$ cat config.mk
export PLATFORM = sky130hd
export DESIGN_NAME = udp_datagram_checker_core
export DESIGN_NICKNAME = d
export VERILOG_FILES = /design/src/hw/rtl/udpc_pkg.sv /design/src/hw/rtl/udpc_step.sv /design/src/hw/rtl/udp_datagram_checker_core.sv
export SDC_FILE = /design/constraint.sdc
export NUM_CORES = 1
export LEC_CHECK = 0
export BUFFER_PORTS_ARGS = -buffer_cell sky130_fd_sc_hd__buf_2
export CORE_MARGIN = 4
export CORE_UTILIZATION = 52
export DETAILED_ROUTE_END_ITERATION = 10
export PLACE_DENSITY_LB_ADDON = 0.3
export SKIP_CTS_REPAIR_TIMING = 1
export SYNTH_ARGS = -nofsm -noshare
export SYNTH_HDL_FRONTEND = slang
export SYNTH_SLANG_ARGS = --single-unit
$ cat constraint.sdc
create_clock -name clk -period 14.9 [get_ports clk]
set_input_delay 0.745 -clock clk [delete_from_list [all_inputs] [get_ports clk]]
set_output_delay 0.745 -clock clk [all_outputs]
set_load 0.005 [all_outputs]
$ cat src/hw/rtl/udpc_pkg.sv
// shared types and constants of the udp datagram checker
// no dependencies; used by the step logic, the top level and the port checker
package udpc_pkg;

    localparam logic [15:0] HDR_BYTES = 16'd8;
    localparam logic [15:0] SUM_OK    = 16'hFFFF;
    localparam logic [15:0] COUNT_MAX = 16'hFFFF;

    // header byte index at which each 16-bit field is complete
    localparam logic [15:0] IDX_SRC_PORT = 16'd1;
    localparam logic [15:0] IDX_DST_PORT = 16'd3;
    localparam logic [15:0] IDX_LENGTH   = 16'd5;
    localparam logic [15:0] IDX_CHECKSUM = 16'd7;
    // bytes below this index are always summed
    localparam logic [15:0] IDX_SUM_ALWAYS = 16'd6;

    // verdict codes
    localparam logic [1:0] VERDICT_ACCEPT    = 2'd0;
    localparam logic [1:0] VERDICT_SHORT     = 2'd1;
    localparam logic [1:0] VERDICT_BAD_LEN   = 2'd2;
    localparam logic [1:0] VERDICT_BAD_CSUM  = 2'd3;

    // result item layout in the output tdata
    localparam int OUT_TDATA_W = 56;
    localparam int OUT_USED_W  = 50;

    typedef struct packed {
        logic [15:0] byte_count;
        logic [15:0] sport;
        logic [15:0] dport;
        logic [15:0] length;
        logic [15:0] checksum;
        logic [15:0] running_sum;
        logic [7:0]  high_byte_hold;
    } udpc_state_t;

    typedef struct packed {
        logic [15:0] payload_length;
        logic [15:0] destination_port;
        logic [15:0] source_port;
        logic [1:0]  verdict;
    } udpc_result_t;

endpackage

$ cat src/hw/rtl/udpc_step.sv
// per-byte datagram state update and verdict for the udp datagram checker
// depends on udpc_pkg
module udpc_step
    import udpc_pkg::*;
(
    input  udpc_state_t  cur,
    input  logic [7:0]   data_byte,
    input  logic         last_byte,
    output udpc_state_t  nxt,
    output udpc_result_t res
);

    function automatic logic [15:0] oc_add(input logic [15:0] a, input logic [15:0] b);
        logic [16:0] s;
        s = {1'b0, a} + {1'b0, b};
        return s[15:0] + {15'd0, s[16]};
    endfunction

    udpc_state_t  upd;
    logic [15:0]  idx;
    logic [15:0]  word;
    logic [15:0]  part;
    logic         sum_en;
    logic [16:0]  received;

    assign idx      = cur.byte_count;
    assign word     = {cur.high_byte_hold, data_byte};
    assign received = {1'b0, idx} + 17'd1;
    assign part     = idx[0] ? {8'd0, data_byte} : {data_byte, 8'd0};

    always_comb
    begin
        upd = cur;
        unique case (idx)
            IDX_SRC_PORT: upd.sport    = word;
            IDX_DST_PORT: upd.dport    = word;
            IDX_LENGTH:   upd.length   = word;
            IDX_CHECKSUM: upd.checksum = word;
            default:      upd.sport    = cur.sport;
        endcase
        upd.high_byte_hold = data_byte;
        sum_en = (idx < IDX_SUM_ALWAYS) || ((idx < upd.length) && (idx != COUNT_MAX));
        if (sum_en)
        begin
            upd.running_sum = oc_add(cur.running_sum, part);
        end
        if (idx != COUNT_MAX)
        begin
            upd.byte_count = idx + 16'd1;
        end
    end

    // verdict uses the fields as updated by this byte
    always_comb
    begin
        res.source_port      = upd.sport;
        res.destination_port = upd.dport;
        res.payload_length   = 16'd0;
        priority if (received < {1'b0, HDR_BYTES})
        begin
            res.verdict          = VERDICT_SHORT;
            res.source_port      = 16'd0;
            res.destination_port = 16'd0;
        end
        else if ((upd.length < HDR_BYTES) || ({1'b0, upd.length} > received))
        begin
            res.verdict = VERDICT_BAD_LEN;
        end
        else if ((upd.checksum != 16'd0) && (upd.running_sum != SUM_OK))
        begin
            res.verdict = VERDICT_BAD_CSUM;
        end
        else
        begin
            res.verdict        = VERDICT_ACCEPT;
            res.payload_length = upd.length - HDR_BYTES;
        end
    end

    // the flagged byte closes the datagram and clears the state
    assign nxt = last_byte ? '0 : upd;

endmodule

$ cat src/hw/rtl/udp_datagram_checker_core.sv
// udp datagram checker top level: input register, step logic, result register
// depends on udpc_pkg and udpc_step
//
// usage
//   s_axis carries one datagram byte per item, header first; s_axis_tlast marks
//   the final byte of a datagram. m_axis carries one verdict item per datagram,
//   given for the byte flagged by tlast and for no other byte.
//   verdicts: accepted, too short (under 8 bytes), bad length (length field
//   below 8 or above the bytes received), bad checksum (nonzero checksum whose
//   end-around-carry sum over the first length bytes is not all ones).
// throughput
//   one byte per cycle unless a last byte waits for a stalled result; the per-byte
//   work is one 16-bit end-around-carry add plus a few compares between two registers
// result path
//   the result of a last byte is registered in the result register, which drives m_axis
// reset
//   rst_n low clears both valid bits and the datagram state; no item is pending
// stall
//   a waiting result holds in the output register; bytes without tlast keep
//   flowing, a last byte waits in the input register until the result is taken
module udp_datagram_checker_core
    import udpc_pkg::*;
(
    input  logic                   clk,
    input  logic                   rst_n,
    input  logic                   s_axis_tvalid,
    output logic                   s_axis_tready,
    input  logic [7:0]             s_axis_tdata,   // [7:0] data_byte
    input  logic                   s_axis_tlast,   // last_byte
    output logic                   m_axis_tvalid,
    input  logic                   m_axis_tready,
    output logic [OUT_TDATA_W-1:0] m_axis_tdata    // [1:0] verdict, [17:2] source_port,
                                                   // [33:18] destination_port,
                                                   // [49:34] payload_length, [55:50] zero
);

    // input register
    logic         in_valid_reg, in_valid_next;
    logic [7:0]   in_byte_reg;
    logic         in_last_reg;

    // datagram state
    udpc_state_t  state_reg;
    udpc_state_t  state_next;

    // result register
    logic         out_valid_reg, out_valid_next;
    udpc_result_t out_item_reg;
    udpc_result_t step_result;

    logic         in_accept;
    logic         out_free;
    logic         consume;
    logic         produce;

    // the output register can take a new result this cycle
    assign out_free  = !out_valid_reg || m_axis_tready;
    // a plain byte never waits; a last byte needs room for its result
    assign consume   = in_valid_reg && (!in_last_reg || out_free);
    assign produce   = consume && in_last_reg;

    assign s_axis_tready = !in_valid_reg || consume;
    assign in_accept     = s_axis_tvalid && s_axis_tready;

    always_comb
    begin
        in_valid_next = in_valid_reg;
        if (in_accept)
        begin
            in_valid_next = 1'b1;
        end
        else if (consume)
        begin
            in_valid_next = 1'b0;
        end
    end

    always_comb
    begin
        out_valid_next = out_valid_reg;
        if (produce)
        begin
            out_valid_next = 1'b1;
        end
        else if (m_axis_tready)
        begin
            out_valid_next = 1'b0;
        end
    end

    udpc_step u_step (
        .cur       (state_reg),
        .data_byte (in_byte_reg),
        .last_byte (in_last_reg),
        .nxt       (state_next),
        .res       (step_result)
    );

    always_ff @(posedge clk or negedge rst_n)
    begin
        if (!rst_n)
        begin
            in_valid_reg  <= 1'b0;
            out_valid_reg <= 1'b0;
            state_reg     <= '0;
        end
        else
        begin
            in_valid_reg  <= in_valid_next;
            out_valid_reg <= out_valid_next;
            if (consume)
            begin
                state_reg <= state_next;
            end
        end
    end

    // payload registers, loaded on handshakes only
    always_ff @(posedge clk)
    begin
        if (in_accept)
        begin
            in_byte_reg <= s_axis_tdata;
            in_last_reg <= s_axis_tlast;
        end
        if (produce)
        begin
            out_item_reg <= step_result;
        end
    end

    assign m_axis_tvalid = out_valid_reg;
    assign m_axis_tdata  = {{(OUT_TDATA_W - OUT_USED_W){1'b0}},
                            out_item_reg.payload_length,
                            out_item_reg.destination_port,
                            out_item_reg.source_port,
                            out_item_reg.verdict};

endmodule

# Word-level counts from Yosys, hierarchy flattened

Index checks and enable logic that the tools add are counted.

Flip-flop bits (word level): 165
Input bits: 13
Output and inout port bits: 58

Add/sub/neg operators: 5
Order comparisons: 5
Equality and inequality tests: 6
Muxes and demuxes: 14
Reduce and logical (&&, ||, !) cells: 19

Operator list:

| kind                    | number |
|---|---|
| $mux W16                | 7 |
| $mux W104               | 1 |
| $eq A16 B3 Y1 const B   | 2 |
| $ne A16 B16 Y1 const B  | 2 |
| $add A16 B1 Y17 const B | 1 |
| $add A16 B16 Y17        | 1 |
| $gt A16 B17 Y1          | 1 |
| $lt A17 B4 Y1 const B   | 1 |
| $add A16 B1 Y16         | 1 |
| $add A16 B1 Y16 const B | 1 |
| $eq A16 B1 Y1 const B   | 1 |
| $eq A16 B2 Y1 const B   | 1 |
| $lt A16 B16 Y1          | 1 |
| $lt A16 B3 Y1 const B   | 1 |
| $lt A16 B4 Y1 const B   | 1 |
| $reduce_bool A16 Y1     | 1 |
| $sub A16 B4 Y16 const B | 1 |
| $reduce_bool A2 Y1      | 3 |
| $logic_and A1 B1 Y1     | 5 |
| $logic_or A1 B1 Y1      | 5 |
| $mux W1                 | 4 |
| $mux W2                 | 2 |
| $logic_not A1 Y1        | 3 |
| $reduce_or A3 Y1        | 1 |
| $reduce_and A2 Y1       | 1 |

# Depth between registers and ports, before layout

Gate-level depths: netlist of run 1.

Depth in word-level cells: 10
Mapped depth: 25

# Modules after synthesis

A second synthesis of run 1 with hierarchy kept.

Cells, all modules: 1440
Area total of the unflattened synthesis: 12926.1 µm²

Modules (own cells, without submodules):

| module                    | instances | cells each | area each (µm²) | seq. area each (µm²) |
|---|---|---|---|---|
| udp_datagram_checker_core | 1         | 667        | 7931.4          | 4424.2 |
| udpc_step                 | 1         | 773        | 4994.8          | 0.0 |

# Least setup slack after synthesis of run 1

No wires, ideal clock.

Path type: register to register
Start: reg state_reg[88] in the netlist's numbering
End: reg out_item_reg (netlist bit m_axis_tdata[0]) (data pin)
Setup time: 254 ps
Data arrival time: 5224 ps
Data required time: 14646 ps
Slack: 9422 ps
Cell stages (with the launch flop): 26
Period minus slack after synthesis: 5478 ps
Path through: dfrtp_1 > clkbuf_1 > clkbuf_1 > and2_1 > ha_1 > fa_1 > a211oi_2 > o21a_1 > o22ai_1 > o311a_1 > and2_1 > o21ai_0 > nand2b_1 > ha_1 > ha_1 > nand3b_1 > mux2_4 > nor4b_4 > xnor2_1 > nor3_1 > a32oi_1 > or4_1 > o41a_1 > buf_6 > buf_12 > a21o_1

Longest elaborated chain between the ends: 10
Elaborated cells between the ends (all ways): 23
Those cells by class: add/sub: 3; order compare: 5; eq/ne: 4; mux: 6; reduce/logical: 5

Ends and longest elaborated chain:

| item                                                      | line                             | source |
|---|---|---|
| start: declaration                                        | udp_datagram_checker_core.sv:43  | `udpc_state_t state_reg;` |
| start signal: assignment                                  | udp_datagram_checker_core.sv:113 | `state_reg <= state_next;` |
| branches (longest 10 deep; another with $add A16 B16 Y17) | --                               |  |
| end signal: assignment                                    | udp_datagram_checker_core.sv:128 | `out_item_reg <= step_result;` |
| end: declaration                                          | udp_datagram_checker_core.sv:48  | `udpc_result_t out_item_reg;` |

Parallel ways; which one is timed is not known.
A chain may end at the register's enable or synchronous reset.

# Worst setup path after layout of run 1

Ends and elaborated chain as after synthesis.

==> summary.md, run 1 <==
| Metric | Value |
|---|---|
| Worst setup margin | `about 8.5 ns` |
| Cell-internal power | `between 900 and 1000 uW` |
| Num rows | `50` |
| Cell types with the largest area share after synthesis | `sky130_fd_sc_hd__dfrtp_1, sky130_fd_sc_hd__edfxtp_1, sky130_fd_sc_hd__nand2_1` |
| Overall track demand over capacity in global routing | `~24%` |
| Leading cell types by count after synthesis | `sky130_fd_sc_hd__nand2_1, sky130_fd_sc_hd__o21ai_0, sky130_fd_sc_hd__dfrtp_1, sky130_fd_sc_hd__clkbuf_1, sky130_fd_sc_hd__edfxtp_1` |
| Top Family by Delay on Critical Path | `simple AND/OR/NAND/NOR gates` |
| Post-Synthesis Cells | `~1100` |
| Core Box Area | `18800 um2` |
| Post-placement cell count | `approximately 1300` |
| Routing layer with the top usage in global route | `met2` |
| Startpoint class of the critical path | `flip-flop` |
| First-pass GRT wire length | `42.1 mm` |
| CTS tree | `done` |
| Logic gate share of total power | `30.4%` |
| Chip width | `between 100 and 150 um` |
| Number of filler instances in the final layout | `approximately 1600` |
| Area growth from synthesis to final layout | `9.35%` |
| Max-Cap Viols | `0` |
| Transition time of the tightest slew-check pin | `between 1 and 1.5 ns` |
| Maximum fanout encountered on the critical timing path | `22` |
| Pins Over Slew Limit | `0` |
| Area of the multi-input gates | `roughly 5000 um2` |
| Worst setup EP type | `flip-flop` |
| CP cell instances | `ha_1 > nor4bb_1 > and4_1 > mux2i_1 > ha_1 > and3_1 > a221oi_1 > o211ai_1 > a311oi_1 > nor2_1 > buf_4 > nor3_1 > a32oi_1 > or4_1 > o41a_1 > a21o_1` |
| Fraction of the yosys area taken by sequential cells | `44.4%` |
| Routability congestion estimate from global placement | `0.954` |
| Leakage power total | `~0.0046 uW` |
| Total standard cell area after synthesis | `around 10000 um2` |
| Count leader, synth | `sky130_fd_sc_hd__nand2_1` |
| Starting density of the core | `a little over half` |
| Part of the power in registers | `approximately 40%` |
| Total Neg Setup Slack | `0 ns` |
| Largest stage delay, worst path | `roughly 0.95 ns` |
| Number of unique standard cell types used by synthesis | `76` |
| Drt total wl | `about 26 mm` |
| Pre-CTS WS | `approximately 8.6 ns` |
| WL per Instance | `slightly below 20 um` |
| Vias per Instance | `around 6.1` |
| Count of buffers from port buffering | `64` |
| Switching part of the total power | `between 30% and 40%` |
| Top-level port count | `71` |
| DRC violation count after routing | `0` |
| Met1 global-route usage | `33.8%` |
| Number of enable-type register cells in the synthesized netlist | `59` |
| Antenna Cells | `0` |
| Buffer and inverter count on the worst path | `1` |
| Hold violation total from the final report | `0` |
| Synth Flop Type | `sky130_fd_sc_hd__dfrtp_1` |
| Detail Placement HPWL | `17.4 mm` |
| Number of sinks handled by clock tree synthesis | `around 170` |
| Layout cell share with drive strength beyond 1 | `between 10% and 20%` |
| Number of design-rule violations left by the first detailed-router iteration | `around 760` |
| CP Class | `flip-flop to flip-flop` |
| Number of antenna-violating nets in the routed design | `0` |
| RSZ-0062 raised after global routing | `no` |
| Hold/Removal Path Class | `input pin to async pin` |
| Crit path arrival time | `between 6 and 7 ns` |
| Maximum clock rate | `approximately 160 MHz` |
| Result of the run | `complete, no violations` |
| Cell at the root of the clock tree | `sky130_fd_sc_hd__clkbuf_16` |
| Final net count | `1158` |
| Vias in the first global route | `approximately 7900` |
| Number of vias in the routed layout | `between 8000 and 9000` |
| Maximum count of clock buffers along a single path | `2` |
| Synthesized area per cell | `roughly 9 um2` |
| Cell type contributing the most total cell area after synthesis | `sky130_fd_sc_hd__dfrtp_1` |
| Flip-flop count of the largest register after layout | `104` |
| Antenna violations before repair | `0` |
| Asr flop ratio synth | `~64%` |
| Count of warnings emitted by yosys | `0` |
| Met2 Usage GRT | `between 30% and 40%` |
| GR met3 Demand/Resource | `roughly 4.0%` |
| Flip-flop and latch count after synthesis | `around 170` |
| Overflow left after global routing | `0` |
| Minimum period implied by the final worst setup slack | `~6.4 ns` |
| Die Outline Area | `about 21000 um2` |
| Clock-pin slew on the worst setup and hold paths | `roughly 0.070 ns` |
| Non-Filler Instances | `1340` |
| Req. time, crit path | `~15 ns` |
| Max VDD drop | `a little over 0.08 mV` |
| Clock latency of the later-clocked register in the worst-skew pair | `0.43 ns` |
| Tcrit/Tclk final | `43.2%` |
| Deepest level of the CTS H-tree | `4` |
| Pwr dens | `about 140 nW/um2` |
| Maximum number of pins on one net before global-route repair | `69` |
| Share of total power in the clock network | `29.4%` |
| Clock Skews | `0.00960 ns` |
| Fraction of post-synthesis cell area in the top cell type by area | `26.6%` |
| Inserted Clock Buffers | `17` |
| Critical-path top delay cell | `sky130_fd_sc_hd__and4_1` |
| Number of failing setup endpoints in the final timing report | `0` |
| Relative slew slack | `28.1%` |
| Most frequent cell on the critical path | `sky130_fd_sc_hd__ha_1` |
| Y dimension of the die | `~150 um` |
| Number of detailed-route iterations in the first pass | `5` |
| Flip-flop and latch area | `roughly 4400 um2` |
| Power spent charging and discharging nets | `548 uW` |
layout make-up:
cell class,count,area share (%)
multi-input cells,814,47.1
flip-flops and latches,165,40.6
clock buffers,19,4.06
repair buffers,71,3.44
well taps,234,2.69
clock inverters,13,1.29
inverters,24,0.827
routing by layer:
metal	vias up	part of all wire (%)
met1	3942	44
li1	3881	-
met5	-	0
met4	0	3.3
met3	55	5.8
met2	249	47
final timing paths:
kind                                           start                             to  slack [ns]  depth (start not counted)
hold reg to reg            state_reg[49]$_DFFE_PN0P_      state_reg[49]$_DFFE_PN0P_        0.48                          2
min in group clk           state_reg[49]$_DFFE_PN0P_      state_reg[49]$_DFFE_PN0P_        0.48                          2
setup reg to reg           state_reg[88]$_DFFE_PN0P_  m_axis_tdata[0]$_SDFFCE_PP1P_        8.46                         16
hold / removal                                 rst_n      state_reg[64]$_DFFE_PN0P_        0.35                          1
max in group asynchronous                      rst_n      state_reg[56]$_DFFE_PN0P_       13.32                          2
setup / recovery           state_reg[88]$_DFFE_PN0P_  m_axis_tdata[0]$_SDFFCE_PP1P_        8.46                         16
power by group through the flow:
stage                     sequential, uW  combinational, uW  clock (uW)
after detailed placement             606                448           0
after CTS                            599                451         444
after global placement               605                443           0
after floorplan                      581                381           0
after global routing                 609                511         466
final                                601                455         439
cell families (layout without fill, tap and decap cells):
kind of cell	Yosys count	after routing	share of synthesized area (%)
xor+xnor	49	49	4.38
simple gates	400	400	20.0
flops	165	165	44.4
other cells	1	6	0.0376
buf+inv	100	127	4.46
mux	22	22	2.29
compound gates	284	284	17.8
fa+ha+maj	53	53	6.71
through the flow:
step,hold WS [ns],total power (uW),utilization (%),area (um2)
4_1_cts,0.364,1490,58.1,10900
2_1_floorplan,0.449,963,-,9980
6_report,0.350,1500,58.1,10900
5_1_grt,0.381,1590,58.1,10900
3_5_place_dp,0.470,1050,55.0,10300
3_3_place_gp,0.462,1050,55.0,10300
placed cells by master, fill, tap and decap left out, types with 6 or more instances in the layout:
master and n:
sky130_fd_sc_hd__a22oi_1 29, sky130_fd_sc_hd__nand3_1 32, sky130_fd_sc_hd__conb_1 6, sky130_fd_sc_hd__a21o_1 10, sky130_fd_sc_hd__nor3_1 10, sky130_fd_sc_hd__ha_1 51, sky130_fd_sc_hd__nand2_1 199, sky130_fd_sc_hd__clkbuf_16 17
sky130_fd_sc_hd__and4_1 7, sky130_fd_sc_hd__inv_6 6, sky130_fd_sc_hd__o31ai_1 6, sky130_fd_sc_hd__a21boi_0 32, sky130_fd_sc_hd__and3_1 11, sky130_fd_sc_hd__buf_2 63, sky130_fd_sc_hd__xnor2_1 30, sky130_fd_sc_hd__nor4_1 19
sky130_fd_sc_hd__o21ai_0 108, sky130_fd_sc_hd__a21oi_1 55, sky130_fd_sc_hd__buf_4 8, sky130_fd_sc_hd__nor2_1 38, sky130_fd_sc_hd__dfrtp_1 106, sky130_fd_sc_hd__mux2i_1 19, sky130_fd_sc_hd__edfxtp_1 59, sky130_fd_sc_hd__nand4_1 14
sky130_fd_sc_hd__inv_1 24, sky130_fd_sc_hd__nand2b_1 6, sky130_fd_sc_hd__nor2b_1 13, sky130_fd_sc_hd__nor4_2 9, sky130_fd_sc_hd__and2_1 17, sky130_fd_sc_hd__xor2_1 18
worst reg2reg max path, delay by kind of cell (launching register included):
| family | cells | cell delay [ns] |
|---|---|---|
| mux | 1 | 0.58 |
| simple gates | 6 | 2.18 |
| flops | 1 | 0.77 |
| buf+inv | 1 | 0.22 |
| fa+ha+maj | 2 | 0.63 |
| compound gates | 6 | 1.81 |
No activity file was read; power rests on OpenSTA's default activity.
==> run 2, diff against run 1 <==
- clock period: 14.9 -> 6.5 ns (I/O delays scaled with it)
==> run 2 against run 1 <==
Clock power grew 120%; cell area grew 1.0%; sequential cell count is the same; first-iteration DRC count shrank 4.3%; register-to-register slack lost 8.1 ns; clock skew grew 0.0031 ns; critical path depth grew 5; via count grew 1.9%.
==> summary.md, run 2 (same netlist as run 1, synthesis figures left out) <==
| Metric | Value |
|---|---|
| Number of failing setup endpoints in the final timing report | `0 (unchanged)` |
| FF-to-FF End | `m_axis_tdata[42]$_SDFFCE_PP0P_` |
| Tcrit/Tclk final | `93.8% (+51 points)` |
| Final net count | `1175 (+1.5%)` |
| Clock latency of the later-clocked register in the worst-skew pair | `0.44 ns (about the same)` |
| Worst setup startpoint | `in_byte_reg[0]$_DFFE_PP_` |
| RSZ-0062 raised after global routing | `no` |
| Largest stage delay, worst path | `0.66 ns (-0.29 ns)` |
| Leakage power total | `0.00468 uW (+1.5%)` |
| Number of detailed-route iterations in the first pass | `6 (+1)` |
| Clock-pin slew on the worst setup and hold paths | `0.07 ns (about the same)` |
| CP cell instances | `and2_1 > ha_1 > fa_1 > a211oi_2 > o21a_1 > o22ai_1 > o311a_1 > and2_1 > o21ai_0 > nand2b_1 > ha_1 > ha_1 > nand3b_1 > mux2_4 > nor4b_4 > xnor2_1 > nor3_1 > a32oi_1 > or4_1 > o41a_1 > nor4_1` |
| Maximum fanout encountered on the critical timing path | `18 (-18%)` |
| Req. time, crit path | `6.72 ns (-8.36 ns)` |
| Overall track demand over capacity in global routing | `24.0% (-0.46 points)` |
| Most common library cell in the layout ignoring fill and taps | `sky130_fd_sc_hd__nand2_1` |
| Number of vias in the routed layout | `8281 (+1.9%)` |
| Cell at the root of the clock tree | `sky130_fd_sc_hd__clkbuf_16` |
| Flip-flop count of the largest register after layout | `104 (unchanged)` |
| Post-placement cell count | `1324 (+1.2%)` |
| Chip width | `146 um (unchanged)` |
| Relative slew slack | `28.3% (+0.20 points)` |
| Number of antenna-violating nets in the routed design | `0 (unchanged)` |
| Pwr dens | `310 nW/um2 (+130%)` |
| Number of design-rule violations left by the first detailed-router iteration | `731 (-4.3%)` |
| Deepest level of the CTS H-tree | `4 (unchanged)` |
| Detail Placement HPWL | `17.5 mm (+0.40%)` |
| Maximum clock rate | `164 MHz (+5.7%)` |
| Number of cells on the worst reg-to-reg path | `21 (+5)` |
| Number of sinks handled by clock tree synthesis | `165 (unchanged)` |
| Post-route design area | `11000 um2 (+1.0%)` |
| Non-Filler Instances | `1357 (+1.3%)` |
| Met1 routed wirelength after detailed routing | `11.4 mm (-0.75%)` |
| Top-level port count | `71 (unchanged)` |
| Max VDD drop | `0.257 mV (+210%)` |
| Hold/Removal Path Class | `input pin to flip-flop` |
| Final worst hold slack | `0.0644 ns (-0.285 ns)` |
| Num rows | `50 (unchanged)` |
| Vias per Instance | `6.10 (+0.62%)` |
| Hold violation total from the final report | `0 (unchanged)` |
| First-pass GRT wire length | `41.6 mm (-1.3%)` |
| Antenna violations before repair | `0 (unchanged)` |
| Clock Skews | `0.0127 ns (+0.00314 ns)` |
| Result of the run | `complete, no violations` |
| Startpoint class of the critical path | `flip-flop` |
| Transition time of the tightest slew-check pin | `1.07 ns (-0.00293 ns)` |
| Routability congestion estimate from global placement | `0.928 (-2.7%)` |
| Y dimension of the die | `146 um (unchanged)` |
| Maximum number of pins on one net before global-route repair | `76 (+10%)` |
| Overflow left after global routing | `0 (unchanged)` |
| Antenna Cells | `0 (unchanged)` |
| Detailed route wirelength on metal3 | `1.23 mm (-17%)` |
| Maximum count of clock buffers along a single path | `2 (unchanged)` |
| Vias in the first global route | `7729 (-1.9%)` |
| Leading cell types in the layout, fill and taps excluded | `sky130_fd_sc_hd__nand2_1, sky130_fd_sc_hd__o21ai_0, sky130_fd_sc_hd__dfrtp_1` |
| Most frequent cell on the critical path | `sky130_fd_sc_hd__ha_1` |
| Total power consumption of the routed design | `3410 uW (+130%)` |
| Worst Hold Depth | `1` |
| Hold Crit Endpoint | `in_byte_reg[6]$_DFFE_PP_` |
| Setup slack on the worst flop-to-flop path | `0.40 ns (-8.05 ns)` |
| DRC violation count after routing | `0 (unchanged)` |
| Area growth from synthesis to final layout | `10.5%` |
| CTS tree | `done` |
| Worst reg2reg startpoint | `in_byte_reg[0]$_DFFE_PP_` |
| WL met2 | `12.6 mm (+4.6%)` |
| Buffer and inverter count on the worst path | `0 (-1)` |
| Cell area after placement | `10400 um2 (+1.2%)` |
| Minimum period implied by the final worst setup slack | `6.10 ns (-0.346 ns)` |
| CP Class | `flip-flop to flip-flop` |
| Critical-path top delay cell | `sky130_fd_sc_hd__o41a_1` |
| Layout cell share with drive strength beyond 1 | `13.2% (+1.2 points)` |
| Count of buffers from port buffering | `64 (unchanged)` |
| Top routing layer in use | `met4` |
| Top Family by Delay on Critical Path | `compound AO/OA/AOI/OAI gates` |
| Max-Cap Viols | `0 (unchanged)` |
| Core Box Area | `18800 um2 (unchanged)` |
| Starting density of the core | `53.1% (unchanged)` |
| Drt total wl | `25.8 mm (-0.29%)` |
| WL per Instance | `19.0 um (-1.5%)` |
| Worst setup EP type | `flip-flop` |
| Die Outline Area | `21400 um2 (unchanged)` |
| Total Neg Setup Slack | `0 ns (unchanged)` |
| Inserted Clock Buffers | `17 (unchanged)` |
| Pins Over Slew Limit | `0 (unchanged)` |
| Hold path startpoint | `s_axis_tdata[6]` |
| Crit path arrival time | `6.32 ns (-0.30 ns)` |
-- run 2: metal layers --
metal  track usage [%]  vias to the layer above
li1                  -                     3915
met1              32.8                     4067
met2              39.5                      258
met3              4.00                       41
met4              7.43                        0
met5                 0                        -
-- run 2: worst register-to-register path, stage by stage (launching register included) --
cell and delay, ns:
sky130_fd_sc_hd__edfxtp_1 0.53, sky130_fd_sc_hd__and2_1 0.23, sky130_fd_sc_hd__ha_1 0.21, sky130_fd_sc_hd__fa_1 0.46, sky130_fd_sc_hd__a211oi_2 0.31, sky130_fd_sc_hd__o21a_1 0.33
sky130_fd_sc_hd__o22ai_1 0.16, sky130_fd_sc_hd__o311a_1 0.37, sky130_fd_sc_hd__and2_1 0.17, sky130_fd_sc_hd__o21ai_0 0.17, sky130_fd_sc_hd__nand2b_1 0.08, sky130_fd_sc_hd__ha_1 0.21
sky130_fd_sc_hd__ha_1 0.22, sky130_fd_sc_hd__nand3b_1 0.09, sky130_fd_sc_hd__mux2_4 0.17, sky130_fd_sc_hd__nor4b_4 0.06, sky130_fd_sc_hd__xnor2_1 0.18, sky130_fd_sc_hd__nor3_1 0.23
sky130_fd_sc_hd__a32oi_1 0.07, sky130_fd_sc_hd__or4_1 0.54, sky130_fd_sc_hd__o41a_1 0.66, sky130_fd_sc_hd__nor4_1 0.44
-- run 2: per-stage QoR --
step / worst slack (ns) / util (%)
6_report: 0.402 / 58.7
3_5_place_dp: 0.531 / 55.6
5_1_grt: 0.0832 / 58.7
3_3_place_gp: 0.668 / 55.6
4_1_cts: 0.384 / 58.6
2_1_floorplan: 1.02 / -
-- run 2: power by group --
group	leakage, uW	switching (uW)	internal, uW	total, uW
registers	0.00200	140	1230	1370
logic	0.00241	667	397	1060
clock network	0.000277	454	525	979
-- run 2: cell type report --
| cell class | instances | area [um2] |
|---|---|---|
| Clock buffer | 20 | 458 |
| Multi-Input combinational cell | 814 | 5130 |
| Timing Repair Buffer | 88 | 505 |
| Sequential cell | 165 | 4420 |
| Inverter | 24 | 90.1 |
| Tap cell | 234 | 293 |
| Fill cell | 1614 | 7760 |
| Clock inverter | 12 | 106 |
-- run 2: how the worst max path moves through the flow --
| stage | cells after the start | endpoint |
|---|---|---|
| 6_report | 21 | m_axis_tdata[42]$_SDFFCE_PP0P_ |
| 5_1_grt | 21 | m_axis_tdata[42]$_SDFFCE_PP0P_ |
| 4_1_cts | 21 | m_axis_tdata[42]$_SDFFCE_PP0P_ |
| 3_5_place_dp | 21 | m_axis_tdata[46]$_SDFFCE_PP0P_ |
| 3_3_place_gp | 21 | m_axis_tdata[1]$_SDFFCE_PP0P_ |
| 2_1_floorplan | 25 | m_axis_tdata[0]$_SDFFCE_PP1P_ |
